**src/rtl/spu_pkg.sv**
```systemverilog
// shared widths, codes and types for the potts site update block
package spu_pkg;

  localparam int SIDE_DEFAULT = 16;
  localparam int QUEUE_DEPTH  = 2;

  localparam int SITE_W     = 12;
  localparam int SPIN_W     = 3;
  localparam int THR_W      = 18;
  localparam int FIELD_W    = 16;
  localparam int BOND_OUT_W = 15;
  localparam int MAG_OUT_W  = 14;
  localparam int TOTAL_W    = 30;
  localparam int CFG_IDX_W  = 2;

  // configuration register indexes
  localparam logic [CFG_IDX_W-1:0] REG_FIELD_X = 2'd0;
  localparam logic [CFG_IDX_W-1:0] REG_FIELD_Y = 2'd1;
  localparam logic [CFG_IDX_W-1:0] REG_FIELD_Z = 2'd2;

  // spin codes, bit 0 is the sign, bits 2:1 the axis
  localparam logic [SPIN_W-1:0] SPIN_PX = 3'd0;
  localparam logic [SPIN_W-1:0] SPIN_NX = 3'd1;
  localparam logic [SPIN_W-1:0] SPIN_PY = 3'd2;
  localparam logic [SPIN_W-1:0] SPIN_NY = 3'd3;
  localparam logic [SPIN_W-1:0] SPIN_PZ = 3'd4;
  localparam logic [SPIN_W-1:0] SPIN_NZ = 3'd5;

  localparam logic [1:0] AXIS_X = 2'd0;
  localparam logic [1:0] AXIS_Y = 2'd1;
  localparam logic [1:0] AXIS_Z = 2'd2;

  typedef struct packed {
    logic signed [FIELD_W-1:0] x;
    logic signed [FIELD_W-1:0] y;
    logic signed [FIELD_W-1:0] z;
  } field_t;

  function automatic int addr_w(input int side);
    return $clog2(side * side * side);
  endfunction

  // queue entry: ok flag, spin, threshold, site and six neighbour addresses
  function automatic int entry_w(input int side);
    return 1 + SPIN_W + THR_W + 7 * addr_w(side);
  endfunction

endpackage

```
**src/rtl/spu_fifo.sv**
```systemverilog
// short request queue between the front and back ends
module spu_fifo #(
  parameter int W = 8
) (
  input  logic         clk,
  input  logic         rst,
  input  logic         push,
  input  logic [W-1:0] din,
  output logic         full,
  input  logic         pop,
  output logic [W-1:0] dout,
  output logic         empty
);

  localparam int DEPTH = spu_pkg::QUEUE_DEPTH;
  localparam int PW    = $clog2(DEPTH);
  localparam int CNTW  = $clog2(DEPTH + 1);

  logic [W-1:0]    slots [DEPTH];
  logic [PW-1:0]   wr_ptr;
  logic [PW-1:0]   rd_ptr;
  logic [CNTW-1:0] count;

  assign full  = (count == CNTW'(DEPTH));
  assign empty = (count == '0);
  assign dout  = slots[rd_ptr];

  always_ff @(posedge clk) begin
    if (push) begin
      slots[wr_ptr] <= din;
    end
  end

  always_ff @(posedge clk) begin
    if (rst) begin
      wr_ptr <= '0;
      rd_ptr <= '0;
      count  <= '0;
    end else begin
      if (push) begin
        wr_ptr <= (wr_ptr == PW'(DEPTH - 1)) ? '0 : wr_ptr + 1'b1;
      end
      if (pop) begin
        rd_ptr <= (rd_ptr == PW'(DEPTH - 1)) ? '0 : rd_ptr + 1'b1;
      end
      case ({push, pop})
        2'b10:   count <= count + 1'b1;
        2'b01:   count <= count - 1'b1;
        default: count <= count;
      endcase
    end
  end

endmodule

```
**config.mk**
```make
export PLATFORM = sky130hd
export DESIGN_NAME = spu_fifo
export DESIGN_NICKNAME = d
export VERILOG_FILES = /design/src/rtl/spu_pkg.sv /design/src/rtl/spu_fifo.sv
export SDC_FILE = /design/constraint.sdc
export NUM_CORES = 1
export LEC_CHECK = 0
export BUFFER_PORTS_ARGS = -buffer_cell sky130_fd_sc_hd__buf_2
export CORE_MARGIN = 2
export CORE_UTILIZATION = 28
export CTS_CLUSTER_SIZE = 24
export DETAILED_ROUTE_END_ITERATION = 10
export GPL_TIMING_DRIVEN = 0
export HOLD_SLACK_MARGIN = 0.12
export SLEW_MARGIN = 5
export SYNTH_ARGS = -nofsm -noshare
export SYNTH_HDL_FRONTEND = slang
export SYNTH_SLANG_ARGS = --single-unit
```
**constraint.sdc**
```tcl
create_clock -name clk -period 1 [get_ports clk]
set_input_delay 0.1 -clock clk [delete_from_list [all_inputs] [get_ports clk]]
set_output_delay 0.1 -clock clk [all_outputs]
set_load 0.05 [all_outputs]
```
==> results.cfg <==
[critical_path]
crit_type = register to primary output
slowest_delay_ns = 0.35
crit_required_ns = 0.90
arrival_ns = 1.25
crit_fanout = 8
worst-path-buf-inv = 2
end_kind = primary output
cp_slowest_cell = dfxtp_2
cpMostUsedCell = buf_8
cp_top_family = flip-flops
startpoint_type = register
cp_cell_sequence = buf_8 -> mux2_4 -> buf_8

[placement]
io_buffers = 21
hpwlAfterDp_um = 909
gp_congestion = 0.666

[yosys]
synth_warnings = 0
ys_ff_latch = 21
syn-num-nets = 60
synth-edff-count = 16
syn_area_sq_um = 781
synth_cell_types = 14
synth_common_cells = 16 x edfxtp_1, 8 x mux2_2, 6 x nor2_1
synthFlopType = edfxtp_1
syn_avg_cell_area_sq_um = 16.6
synth_most_common_cell = edfxtp_1
yosysSeqAreaShare_pct = 74.4
synth.largest_area_cell = edfxtp_1
syn_inst = 47
synthArstFlopShare_pct = 0
yosysTopAreaCellShare_pct = 61.5
synthTopCellsByArea = edfxtp_1 62%, dfxtp_1 13%, mux2_2 12%

[cells_and_area]
layout.nets = 98
antenna_cells = 0
final_layout_size_suffix_gt1_share_pct = 48.8
area_growth_syn_to_layout_pct = 57.4

[sta]
skew_ns = 0.00233
setup_ws_ns = -0.351
min_period_over_period_pct = 135
setup_tns_ns = -2.91
grt_setup_unrepaired = yes
drv_slew = 0
holdWs_ns = 0.248
hold_violations = 0
fmax_mhz = 740
tightest_slew_ns = 0.273
slew_headroom_pct = 81.8
period_needed_ns = 1.35
final-setup-viol-count = 11

[cts]
cts_made_buffers = 3
cts_tree = done
clock_latency_ns = 0.29
clk_pin_slew_ns = 0.11
htreeDepth = 1
cts_buffer_depth = 2
cts-root-buf = clkbuf_4
cts.sinks = 21

[global_routing]
overflow = 0
grt_max_degree = 12
grt_first_pass_wirelength_um = 2370
grt_pass1_vias = 555
grt_use_total_pct = 9.87
antenna_found_initial = 0

[floorplan]
die_y_um = 56.8
core_area_sq_um = 2710
num_rows = 19
die_w_um = 56.8
ios = 22
initial_core_util_pct = 28.8
dieArea_sq_um = 3230

[route]
wl_per_cell_um = 12.4
vias = 495
route.detailed.drc = 0
drtPass1Iterations = 4
drtIter0Drc = 2
vias_per_cell = 4.30
detail-route-antenna-nets = 0
wirelength_um = 1420

[power]
power_density_nw_per_um2 = 1660
clockPowerShare_pct = 19.0
power.internal_mw = 1.46
p_leak_nw = 0.494
power_frac_comb_pct = 29.6
swShare_pct = 28.5
net-switching-power_mw = 0.580
p_seq_share_pct = 51.4
ir_drop_uv = 900

[job]
maxCapViolCount = 0

[worst_hold_path]
hp-class = input pin to register

[run_status]
violations = setup timing
run_status = complete, but fails checks
[cell usage in the layout (no fill, tap or decap), drive strengths merged]
cell type and instances:
mux2 8, o21ai 1, edfxtp 16, dlygate4sd3 11, a21oi 1, buf 23, inv 1, nor2 6
or3 1, dfxtp 5, ha 1, clkbuf 4, and2b 1, xnor2 3, xor2 1, and2 1
[kinds of logic after synthesis]
logic type | Yosys count | synth area share (%)
adders and majority gates | 1 | 1.60
AOI/OAI and AO/OA | 2 | 1.28
buffers and inverters | 2 | 1.12
DFF | 21 | 74.4
and+or+nand+nor | 9 | 5.61
muxes | 8 | 11.5
xor gates and xnor gates | 4 | 4.49
[power groups by stage]
stage | logic, mW | registers [mW] | clock network (mW)
floorplan | 0.310 | 1.05 | 0
global placement | 0.397 | 1.05 | 0
detailed placement | 0.402 | 1.06 | 0
CTS | 0.591 | 1.04 | 0.408
global route | 0.631 | 1.06 | 0.442
finish | 0.603 | 1.05 | 0.386
[worst register-to-register path, delay by kind of cell (launching register included)]
| kind | cells | cell delay (ns) |
|---|---|---|
| DFF | 1 | 0.38 |
| xor gates and xnor gates | 1 | 0.13 |
| AOI/OAI and AO/OA | 1 | 0.13 |
| and+or+nand+nor | 1 | 0.31 |
[registers in the layout, indices dropped and copies added, names as in the netlist, named ones only]
register,count
count,2
slots,16
wr_ptr,1
rd_ptr,1
[layout make-up]
type,instances,area [sq um]
sequential,21,587
clock buffer,4,26.3
tap,31,38.8
multi-input combinational,24,239
buffer,1,15.0
timing repair buffer,33,319
inverter,1,3.75
fill,257,1480
[metrics by stage]
step                      cells  power (mW)  worst slack [ns]  utilization, %  cell area [sq um]
after floorplan              47        1.36           -0.0225               -                786
after global placement       99        1.45            -0.170            34.3                930
after detailed placement     99        1.46            -0.206            34.3                930
after CTS                   115        2.04            -0.364            44.9               1220
after global routing        115        2.13            -0.403            45.3               1230
final                       115        2.04            -0.351            45.3               1230
[per-layer routing]
metal / share of wire [%] / routed length (um) / global-route usage (%) / vias up
li1: - / - / - / 244
met1: 38 / 534 / 10.5 / 235
met2: 57 / 812 / 18.9 / 16
met3: 5.3 / 75 / 2.30 / 0
met4: 0 / 0 / 2.99 / 0
met5: 0 / 0 / 0 / -
[worst paths after layout]
| path | startpoint | endpoint | slack, ns | depth (start not counted) |
|---|---|---|---|---|
| max | register | dout[1] | -0.35 | 3 |
| min | pop | count[0] | 0.25 | 4 |
| max reg2reg | count[0] | count[1] | 0 | 3 |
| min reg2reg | count[1] | count[1] | 0.52 | 2 |
[timing repair]
| action | in CTS | in global routing |
|---|---|---|
| hold buffers | 11 | 0 |
| resized for setup | 45 | 3 |
| hold endpoints to repair | 21 | 0 |
| pin swaps | 1 | 1 |
| buffers inserted | 1 | 0 |
| endpoints found under the setup margin | 27 | 11 |
Note: power is estimated with default switching activity, not from simulation.
