--- src/rtl/spu_pkg.sv ---
// shared widths, codes and types for the potts site update block
package spu_pkg;

  localparam int SIDE_DEFAULT = 16;
  localparam int QUEUE_DEPTH  = 2;

  localparam int SITE_W     = 12;
  localparam int SPIN_W     = 3;
  localparam int THR_W      = 18;
  localparam int FIELD_W    = 16;
  localparam int BOND_OUT_W = 15;
  localparam int MAG_OUT_W  = 14;
  localparam int TOTAL_W    = 30;
  localparam int CFG_IDX_W  = 2;

  // configuration register indexes
  localparam logic [CFG_IDX_W-1:0] REG_FIELD_X = 2'd0;
  localparam logic [CFG_IDX_W-1:0] REG_FIELD_Y = 2'd1;
  localparam logic [CFG_IDX_W-1:0] REG_FIELD_Z = 2'd2;

  // spin codes, bit 0 is the sign, bits 2:1 the axis
  localparam logic [SPIN_W-1:0] SPIN_PX = 3'd0;
  localparam logic [SPIN_W-1:0] SPIN_NX = 3'd1;
  localparam logic [SPIN_W-1:0] SPIN_PY = 3'd2;
  localparam logic [SPIN_W-1:0] SPIN_NY = 3'd3;
  localparam logic [SPIN_W-1:0] SPIN_PZ = 3'd4;
  localparam logic [SPIN_W-1:0] SPIN_NZ = 3'd5;

  localparam logic [1:0] AXIS_X = 2'd0;
  localparam logic [1:0] AXIS_Y = 2'd1;
  localparam logic [1:0] AXIS_Z = 2'd2;

  typedef struct packed {
    logic signed [FIELD_W-1:0] x;
    logic signed [FIELD_W-1:0] y;
    logic signed [FIELD_W-1:0] z;
  } field_t;

  function automatic int addr_w(input int side);
    return $clog2(side * side * side);
  endfunction

  // queue entry: ok flag, spin, threshold, site and six neighbour addresses
  function automatic int entry_w(input int side);
    return 1 + SPIN_W + THR_W + 7 * addr_w(side);
  endfunction

endpackage

--- src/rtl/spu_front.sv ---
// front end: takes a request, splits the site into coordinates, forms neighbour addresses
module spu_front #(
  parameter int SIDE = spu_pkg::SIDE_DEFAULT
) (
  input  logic                                 clk,
  input  logic                                 rst,
  input  logic                                 in_valid,
  output logic                                 in_stall,
  input  logic [spu_pkg::SITE_W-1:0]           site,
  input  logic [spu_pkg::SPIN_W-1:0]           proposed_spin,
  input  logic [spu_pkg::THR_W-1:0]            threshold,
  input  logic                                 clr_busy,
  input  logic                                 q_full,
  output logic                                 q_push,
  output logic [spu_pkg::entry_w(SIDE)-1:0]    q_entry
);

  localparam int NSITES = SIDE * SIDE * SIDE;
  localparam int SS     = SIDE * SIDE;
  localparam int AW     = spu_pkg::addr_w(SIDE);
  localparam int CW     = $clog2(SIDE);
  localparam int RW     = $clog2(SS);
  localparam int SEW    = (AW > spu_pkg::SITE_W) ? AW : spu_pkg::SITE_W;
  localparam logic [16:0] RX_MUL = 17'((1 << 16) / SS);
  localparam logic [16:0] RY_MUL = 17'((1 << 16) / SIDE);
  localparam logic [AW-1:0] STEP_X = AW'(SS);
  localparam logic [AW-1:0] WRAP_X = AW'((SIDE - 1) * SS);
  localparam logic [AW-1:0] STEP_Y = AW'(SIDE);
  localparam logic [AW-1:0] WRAP_Y = AW'((SIDE - 1) * SIDE);
  localparam logic [AW-1:0] STEP_Z = AW'(1);
  localparam logic [AW-1:0] WRAP_Z = AW'(SIDE - 1);
  localparam logic [CW-1:0] CMAX   = CW'(SIDE - 1);

  typedef enum logic [2:0] {F_IDLE, F_QX, F_RX, F_QY, F_RY, F_PUSH} state_t;

  state_t                       st;
  logic [spu_pkg::SITE_W-1:0]   site_r;
  logic [spu_pkg::SPIN_W-1:0]   prop_r;
  logic [spu_pkg::THR_W-1:0]    thr_r;
  logic                         ok_r;
  logic [11:0]                  q_r;
  logic [RW-1:0]                rem_r;
  logic [CW-1:0]                x_r;
  logic [CW-1:0]                y_r;
  logic [CW-1:0]                z_r;

  logic [28:0]    prod_x;
  logic [23:0]    px;
  logic [12:0]    rem_w;
  logic [RW+16:0] prod_y;
  logic [23:0]    py;
  logic [RW:0]    rem_z;
  logic [SEW-1:0] site_ext;
  logic [AW-1:0]  site_a;
  logic [AW-1:0]  nb [6];
  logic           take;

  assign in_stall = (st != F_IDLE) || clr_busy;
  assign take     = in_valid && !in_stall;

  // quotient estimates by reciprocal, at most one short, fixed by a compare and subtract
  assign prod_x = 29'(site_r) * 29'(RX_MUL);
  assign px     = 24'(q_r) * 24'(SS);
  assign rem_w  = 13'(site_r) - px[12:0];
  assign prod_y = (RW + 17)'(rem_r) * (RW + 17)'(RY_MUL);
  assign py     = 24'(q_r) * 24'(SIDE);
  assign rem_z  = (RW + 1)'(rem_r) - py[RW:0];

  assign site_ext = SEW'(site_r);
  assign site_a   = site_ext[AW-1:0];

  // periodic neighbours straight from the site address
  always_comb begin
    nb[0] = (x_r == CMAX) ? site_a - WRAP_X : site_a + STEP_X;
    nb[1] = (x_r == '0)   ? site_a + WRAP_X : site_a - STEP_X;
    nb[2] = (y_r == CMAX) ? site_a - WRAP_Y : site_a + STEP_Y;
    nb[3] = (y_r == '0)   ? site_a + WRAP_Y : site_a - STEP_Y;
    nb[4] = (z_r == CMAX) ? site_a - WRAP_Z : site_a + STEP_Z;
    nb[5] = (z_r == '0)   ? site_a + WRAP_Z : site_a - STEP_Z;
  end

  assign q_push  = (st == F_PUSH) && !q_full;
  assign q_entry = {ok_r, prop_r, thr_r, site_a, nb[0], nb[1], nb[2], nb[3], nb[4], nb[5]};

  always_ff @(posedge clk) begin
    if (rst) begin
      st <= F_IDLE;
    end else begin
      case (st)
        F_IDLE: begin
          if (take) begin
            site_r <= site;
            prop_r <= proposed_spin;
            thr_r  <= threshold;
            ok_r   <= (proposed_spin <= spu_pkg::SPIN_NZ) && (32'(site) < 32'(NSITES));
            st     <= F_QX;
          end
        end
        F_QX: begin
          q_r <= prod_x[27:16];
          st  <= F_RX;
        end
        F_RX: begin
          if (rem_w >= 13'(SS)) begin
            x_r   <= CW'(q_r + 12'd1);
            rem_r <= RW'(rem_w - 13'(SS));
          end else begin
            x_r   <= CW'(q_r);
            rem_r <= RW'(rem_w);
          end
          st <= F_QY;
        end
        F_QY: begin
          q_r <= 12'(prod_y >> 16);
          st  <= F_RY;
        end
        F_RY: begin
          if (rem_z >= (RW + 1)'(SIDE)) begin
            y_r <= CW'(q_r + 12'd1);
            z_r <= CW'(rem_z - (RW + 1)'(SIDE));
          end else begin
            y_r <= CW'(q_r);
            z_r <= CW'(rem_z);
          end
          st <= F_PUSH;
        end
        F_PUSH: begin
          if (!q_full) begin
            st <= F_IDLE;
          end
        end
        default: begin
          st <= F_IDLE;
        end
      endcase
    end
  end

endmodule

--- config.mk ---
export PLATFORM = sky130hd
export DESIGN_NAME = spu_front
export DESIGN_NICKNAME = d
export VERILOG_FILES = /design/src/rtl/spu_pkg.sv /design/src/rtl/spu_front.sv
export SDC_FILE = /design/constraint.sdc
export NUM_CORES = 1
export LEC_CHECK = 0
export BUFFER_PORTS_ARGS = -buffer_cell sky130_fd_sc_hd__buf_4
export CORE_UTILIZATION = 52
export DETAILED_ROUTE_END_ITERATION = 8
export PLACE_DENSITY = 0.83
export SETUP_SLACK_MARGIN = 0.1
export SYNTH_ARGS = -nofsm -noshare
export SYNTH_HDL_FRONTEND = slang
export SYNTH_SLANG_ARGS = --single-unit
--- constraint.sdc ---
create_clock -name clk -period 10.7 [get_ports clk]
set_input_delay 1.07 -clock clk [delete_from_list [all_inputs] [get_ports clk]]
set_output_delay 1.07 -clock clk [all_outputs]
set_load 0.01 [all_outputs]
==> impl_summary.txt, run 1 <==
----------------------------------------------------
[Layout]
  Area of all placed cells without fillers ... about 4600 um^2
  Most common cell after layout, fill and taps aside ... buf_4
  Net total in the final layout ... 491
  Final core utilization ... 72.20%
  Share of post-route cells with drive strength above 1 ... 40.97%
  P&R area growth vs syn ... 32.97%
  Antenna diode count ... 0
  Top library cells by usage in the layout, fill and taps aside ... buf_4 (147), edfxtp_1 (54), ha_1 (24)

[GRT]
  GRT Resource Usage Total ... 23.12%
  Largest net degree at the start of global routing ... 35
  Via count of the first global-routing pass ... ~2,700
  Remaining Overflow, GRT ... 0
  Initial antenna violation count ... 0
  Global-route wire length before repair ... roughly 13,000 um

[Synthesis]
  Cell Area, Synth ... around 3500 um^2
  Fraction of synthesis flops using an asynchronous set or reset pin ... 0%
  Warning count from the yosys run ... 0
  Number of nets produced by synthesis ... approximately 370
  Register area share after synthesis ... about half
  Primary flip-flop cell chosen by synthesis mapping ... edfxtp_1
  Post-synthesis sequential element count ... 57
  Number of cells produced by synthesis ... between 300 and 400
  Count of unique library cells instantiated by Yosys ... 53
  Count of flip-flops with a built-in enable after synthesis ... between 50 and 60
  Post-synthesis average cell area ... between 10 and 15 um^2

[Route]
  1st-pass router iterations ... 7
  Vias after detailed routing ... between 2,000 and 3,000
  Number of design rule violations left after detail routing ... 8
  Ratio of routed vias to standard cells ... 5.303
  Routed wire length per instance ... 15.28 um
  Antenna-violating nets left ... 0
  Routed WL ... around 7800 um
  DRT iter0 DRCs ... ~130

[Clocking]
  Cts-stage hold buffer count ... 0
  Clock buffers created by TritonCTS ... 9
  Clock tree from TritonCTS ... built
  Clock Pin Slew Worst Setup and Hold Paths ... about 0.060 ns
  CTS Root Buffer Type ... clkbuf_8
  Worst-Skew Late Latency ... 0.33 ns
  Post-CTS setup buffer count ... 0
  Count of H-tree levels built during CTS ... 3
  Max clock buf depth ... 2
  Clock sinks ... 57
  Number of instances resized during post-cts repair ... 0

[Die]
  Die H ... 83.89 um
  Number of placement rows ... 29
  Starting density of the core ... 54.30%
  Die area ... 7038 um^2
  Width of the chip ... around 84 um
  Top-level port count ... ~150
  Core area ... ~6400 um^2

[Critical path]
  Sum of buffers and inverters on the critical path ... 1
  Slowest-stage cell, CP ... or4_1
  Worst Setup Path Type ... reg -> out
  Cell family with most CP delay ... simple AND/OR/NAND/NOR gates
  Crit path cell chain ... or4_1 > ha_1 > and3_1 > a22o_1 > nor3_2 > o31ai_1 > xor3_1 > buf_4
  Endpoint required time on the critical path ... between 9 and 10 ns
  Maximum net fanout on the critical path ... 8
  CP peak stage delay ... 0.72 ns
  Endpoint kind of the worst setup timing path ... output port
  Crit start category ... flip-flop
  Arr. time, crit path ... 2.95 ns

[Hold path]
  Type of the worst min-delay path ... reg -> reg

[STA]
  Total negative setup slack ... 0 ns
  Setup repair after global routing missed its margin ... false
  Fraction of the cycle the final worst path needs ... a little under two fifths
  Final min period ... between 4 and 5 ns
  Clk_skew ... between 0.007 and 0.008 ns
  Worst slew margin ... between 10% and 20%
  Pin slew with the least headroom to its limit ... around 1.2 ns
  Setup-failing EPs final ... 0
  Peak clock frequency supported by timing ... around 250 MHz
  Final Hold Vio Count ... 0
  Crit path setup slack, layout ... approximately 6.7 ns
  Total count of max-transition violations in the final report ... 0

[Power and ir drop]
  Total power divided by cell area ... between 100 and 150 nW/um^2
  Worst vdd rail ir drop ... about 0.00010 V
  Static leakage ... 0.002006 uW

[Outcome]
  Status ... complete, but fails checks
  Violations in the final reports ... design-rule violations

[Placed design]
  Number of buffers inserted by port buffering ... approximately 150
  Routability congestion estimate ... between 0.8 and 0.9
  Detail Placement HPWL ... slightly below 6000 um
  Post-detailed-placement cell area ... between 4000 and 5000 um^2
  Worst setup timing slack at the placement stage ... about 7 ns

[Run]
  Total of max-cap violations ... 0

----------------------------------------------------
[final timing paths]
path / slack [ns] / start / endpoint / cells after the start
setup / recovery: 6.68 / z_r[1] / q_entry[11] / 8
hold / removal: 0.42 / rem_r[2] / z_r[2] / 0
setup reg to reg: 8.12 / q_r[1] / y_r[1] / 7
hold reg to reg: 0.42 / rem_r[2] / z_r[2] / 0
[stage by stage]
step | total power (uW) | hold slack [ns] | instances
3_3_place_gp | 351.3 | 0.4055 | 494
6_report | 558.5 | 0.4207 | 509
3_5_place_dp | 354.1 | 0.4045 | 494
4_1_cts | 562.4 | 0.4197 | 509
2_1_floorplan | 312.9 | 0.4003 | 308
5_1_grt | 579.4 | 0.4286 | 509
[routing by layer]
metal  wire [um]  vias up  track usage [%]
li1            -     1319                -
met1        3124     1262            27.79
met2        3961      108            40.39
met3         595       10            6.231
met4          98        0            7.053
met5           0        -                0
[kinds of logic after synthesis]
group / after synthesis / synth area share (%)
adder cells (fa/ha/maj): 25 / 9.186
flip-flops: 57 / 48.22
multiplexers: 4 / 1.256
AND/OR/NAND/NOR: 86 / 13.63
buffers and inverters: 55 / 9.400
XOR/XNOR: 36 / 9.867
AO/OA/AOI/OAI: 45 / 8.432
[cell usage after synthesis (3+ instances only)]
cell       n  area, um^2
o211ai_1   3       22.52
inv_1     17       63.81
o21ai_0    8       40.04
ha_1      24       300.3
nand3_1    8       40.04
nor3_1     6       30.03
nor2b_1    3       18.77
xor2_1    12       105.1
dfxtp_1    3       60.06
xnor2_1   22       192.7
buf_4     28       210.2
clkbuf_1   6       22.52
o21a_1     3       22.52
nor2_1    15       56.30
o31ai_1    4       30.03
a21oi_1   11       55.05
nand2_1   18       67.56
mux2_2     3       33.78
edfxtp_1  54        1622
o22ai_1    4       25.02
or2_2      4       25.02
or4_1      3       22.52
nand2b_1   7       43.79
nand4_1    5       31.28
[worst register-to-register path, cell delays in order, from the launching register on]
cell and delay (ns):
edfxtp_1 0.46, inv_1 0.07, ha_1 0.29, nor2b_1 0.13, o21a_1 0.21, or4b_1 0.50
a21oi_1 0.30, mux2_2 0.37
[sequential cells by signal (all words and copies together) (netlist names)]
| name | flops |
|---|---|
| thr_r | 18 |
| site_a | 12 |
| rem_r | 8 |
| q_r | 4 |
| y_r | 4 |
| z_r | 4 |
| prop_r | 3 |
| st | 3 |
| ok_r | 1 |
[report_power, final]
group,switching (uW),internal [uW]
registers,10.3,254
logic,38.5,46.6
clock network,79.8,130
[cell type report]
class	instances	area, um^2
clock buffers	10	127.6
well taps	77	96.34
inverters	17	63.81
flip-flops and latches	57	1682
repair buffers	147	1104
fillers	466	1785
multi-input cells	196	1483
clock inverters	5	81.33
Note: power is estimated with default switching activity, not from simulation.
==> run 2, diff against run 1 <==
--- a/config.mk
+++ b/config.mk
@@ -6,9 +6,9 @@
 export NUM_CORES = 1
 export LEC_CHECK = 0
 export BUFFER_PORTS_ARGS = -buffer_cell sky130_fd_sc_hd__buf_4
-export CORE_UTILIZATION = 52
+export CORE_UTILIZATION = 44
 export DETAILED_ROUTE_END_ITERATION = 8
-export PLACE_DENSITY = 0.83
+export PLACE_DENSITY = 0.74
 export SETUP_SLACK_MARGIN = 0.1
 export SYNTH_ARGS = -nofsm -noshare
 export SYNTH_HDL_FRONTEND = slang
==> constraint.sdc (replaced) <==
create_clock -name clk -period 3.3 [get_ports clk]
set_input_delay 0.33 -clock clk [delete_from_list [all_inputs] [get_ports clk]]
set_output_delay 0.33 -clock clk [all_outputs]
set_load 0.01 [all_outputs]
==> impl_summary.txt, run 2 (synthesized netlist as in run 1, its figures left out) <==
----------------------------------------------------
[Outcome]
  Status ... completed

[Layout]
  Fill cells ... about 640
  Area of the multi-input gates ... between 1500 and 2000 um^2
  Share of post-route cells with drive strength above 1 ... 42.60%
  Antenna diode count ... 0
  Register containing the most flip-flops in the final layout ... thr_r
  Area occupied by registers ... 1682 um^2
  Net total in the final layout ... ~500
  Most common cell after layout, fill and taps aside ... buf_4
  P&R area growth vs syn ... 35.81%
  Final core utilization ... 61.60%
  Non-Filler Instances ... around 540
  Flip-flop count of the largest register after layout ... 18
  Top library cells by usage in the layout, fill and taps aside ... buf_4 (154), edfxtp_1 (54), xnor2_1 (22)

[Clocking]
  Clock tree from TritonCTS ... built
  Max clock buf depth ... 2
  Cts-stage hold buffer count ... 0
  Count of H-tree levels built during CTS ... 3
  Clock sinks ... 57
  Worst-Skew Late Latency ... approximately 0.32 ns
  Clock buffers created by TritonCTS ... 9
  CTS Root Buffer Type ... clkbuf_8
  Clock Pin Slew Worst Setup and Hold Paths ... approximately 0.07 ns

[GRT]
  Remaining Overflow, GRT ... 0
  Largest net degree at the start of global routing ... 35
  Via count of the first global-routing pass ... between 2,000 and 3,000
  GRT Resource Usage Total ... just under 20%
  Initial antenna violation count ... 0
  Global-route wire length before repair ... 12,400 um

[Power and ir drop]
  Combinational fraction of design power ... ~17%
  Total power divided by cell area ... ~370 nW/um^2
  Share of total power in the clock network ... between 30% and 40%
  Switching Fraction ... 23.85%
  Worst vdd rail ir drop ... between 0.0002 and 0.0003 V
  Internal Pwr Total ... between 1000 and 1500 uW
  Relative contribution of sequential cells to total power ... roughly half
  Switching power total ... around 410 uW
  Static leakage ... ~0.0020 uW

[Critical path]
  Crit start category ... flip-flop
  Cell family with most CP delay ... simple AND/OR/NAND/NOR gates
  Endpoint kind of the worst setup timing path ... output port
  Flop-to-flop setup slack ... between 0.7 and 0.8 ns
  Endpoint required time on the critical path ... a little under 3 ns
  Maximum net fanout on the critical path ... 6
  Crit-path most repeated cell ... buf_4
  CP peak stage delay ... about 0.64 ns
  Worst Setup Path Type ... reg -> out
  Slowest-stage cell, CP ... or4_4
  Arr. time, crit path ... roughly 2.7 ns
  Crit path cell chain ... or4_4 > buf_4 > buf_4 > ha_1 > or2_2 > o31ai_1 > xnor2_1 > buf_4
  Sum of buffers and inverters on the critical path ... 3

[Die]
  Core area ... 7687 um^2
  Die H ... about 90 um
  Die area ... between 8000 and 9000 um^2
  Top-level port count ... between 100 and 150
  Starting density of the core ... between 40% and 50%
  Number of placement rows ... 32
  Width of the chip ... 91.03 um

[STA]
  Final Hold Vio Count ... 0
  Setup-failing EPs final ... 0
  Fraction of the cycle the final worst path needs ... about 93%
  Pin slew with the least headroom to its limit ... 0.6452 ns
  Clk_skew ... 0.01173 ns
  Worst slew margin ... approximately 57%
  Peak clock frequency supported by timing ... 326.5 MHz
  Setup repair after global routing missed its margin ... false
  Final min period ... 3.063 ns
  Total count of max-transition violations in the final report ... 0
  Total negative setup slack ... 0 ns

[Placed design]
  Detail Placement HPWL ... roughly 6100 um
  Routability congestion estimate ... just under 0.9
  Number of buffers inserted by port buffering ... approximately 150
  Post-Place Cells ... between 500 and 600

[Route]
  1st-pass router iterations ... 4
  Vias after detailed routing ... between 2,000 and 3,000
  Routed wire length per instance ... approximately 15 um
  Number of design rule violations left after detail routing ... 0
  Antenna-violating nets left ... 0
  Ratio of routed vias to standard cells ... between 4 and 5
  Routed WL ... 7930 um
  DRT iter0 DRCs ... around 120

[Run]
  Total of max-cap violations ... 0

[Hold path]
  Type of the worst min-delay path ... in -> reg

----------------------------------------------------
## run 2: changes by cell type in the layout (fill, tap and decap cells not counted)
cell        delta
or4_4          +1
ha_1           -3
clkinvlp_4     -1
or4_1          -1
ha_4           +3
bufinv_16      -1
clkinv_4       -1
nor3_2         -1
clkinv_2       +2
buf_4          +7
clkbuf_1       +1
nor3_4         +1
## run 2: routing by layer
| layer | track usage (%) | part of all wire, % | routed length (um) |
|---|---|---|---|
| met4 | 6.614 | 1.2 | 98 |
| met1 | 21.83 | 41 | 3224 |
| met2 | 34.09 | 51 | 4063 |
| met5 | 0 | 0 | 0 |
| met3 | 5.863 | 6.8 | 543 |
## run 2: path summary, 6_finish.rpt
kind / startpoint / end / cells after the start
worst min-delay path: site[5] / site_a[5] / 1
worst max register to register: q_r[1] / y_r[1] / 7
worst min register to register: rem_r[3] / z_r[3] / 0
worst max-delay path: z_r[2] / q_entry[10] / 8
## run 2: layout make-up
| class | instances | share of cell area [%] |
|---|---|---|
| sequential | 57 | 35.51 |
| multi-input combinational | 196 | 32.31 |
| timing repair buffer | 154 | 24.41 |
| clock buffer | 11 | 2.774 |
| tap | 102 | 2.695 |
| inverter | 17 | 1.347 |
| clock inverter | 4 | 0.9511 |
## run 2: through the flow
stage	area (um^2)	hold slack, ns	power (uW)	worst slack (ns)
after floorplan	3492	0.3991	1014	0.6389
after global placement	4503	0.4049	1145	0.4312
after detailed placement	4503	0.4045	1152	0.3323
after CTS	4683	0.1668	1746	0.1363
after global routing	4736	0.1552	1808	0.09303
final	4736	0.1849	1732	0.2372
## run 2: repair_timing
action,4_1_cts,5_1_grt
setup endpoints to repair,1,1
pin swaps,0,1
buffers inserted,0,2
gates resized for setup,1,3
## run 2: power by group through the flow
| stage | sequential (uW) | clock (uW) | combinational [uW] |
|---|---|---|---|
| floorplan | 861 | 0 | 153 |
| global placement | 866 | 0 | 278 |
| detailed placement | 867 | 0 | 285 |
| CTS | 852 | 608 | 286 |
| global route | 856 | 642 | 310 |
| finish | 852 | 594 | 286 |
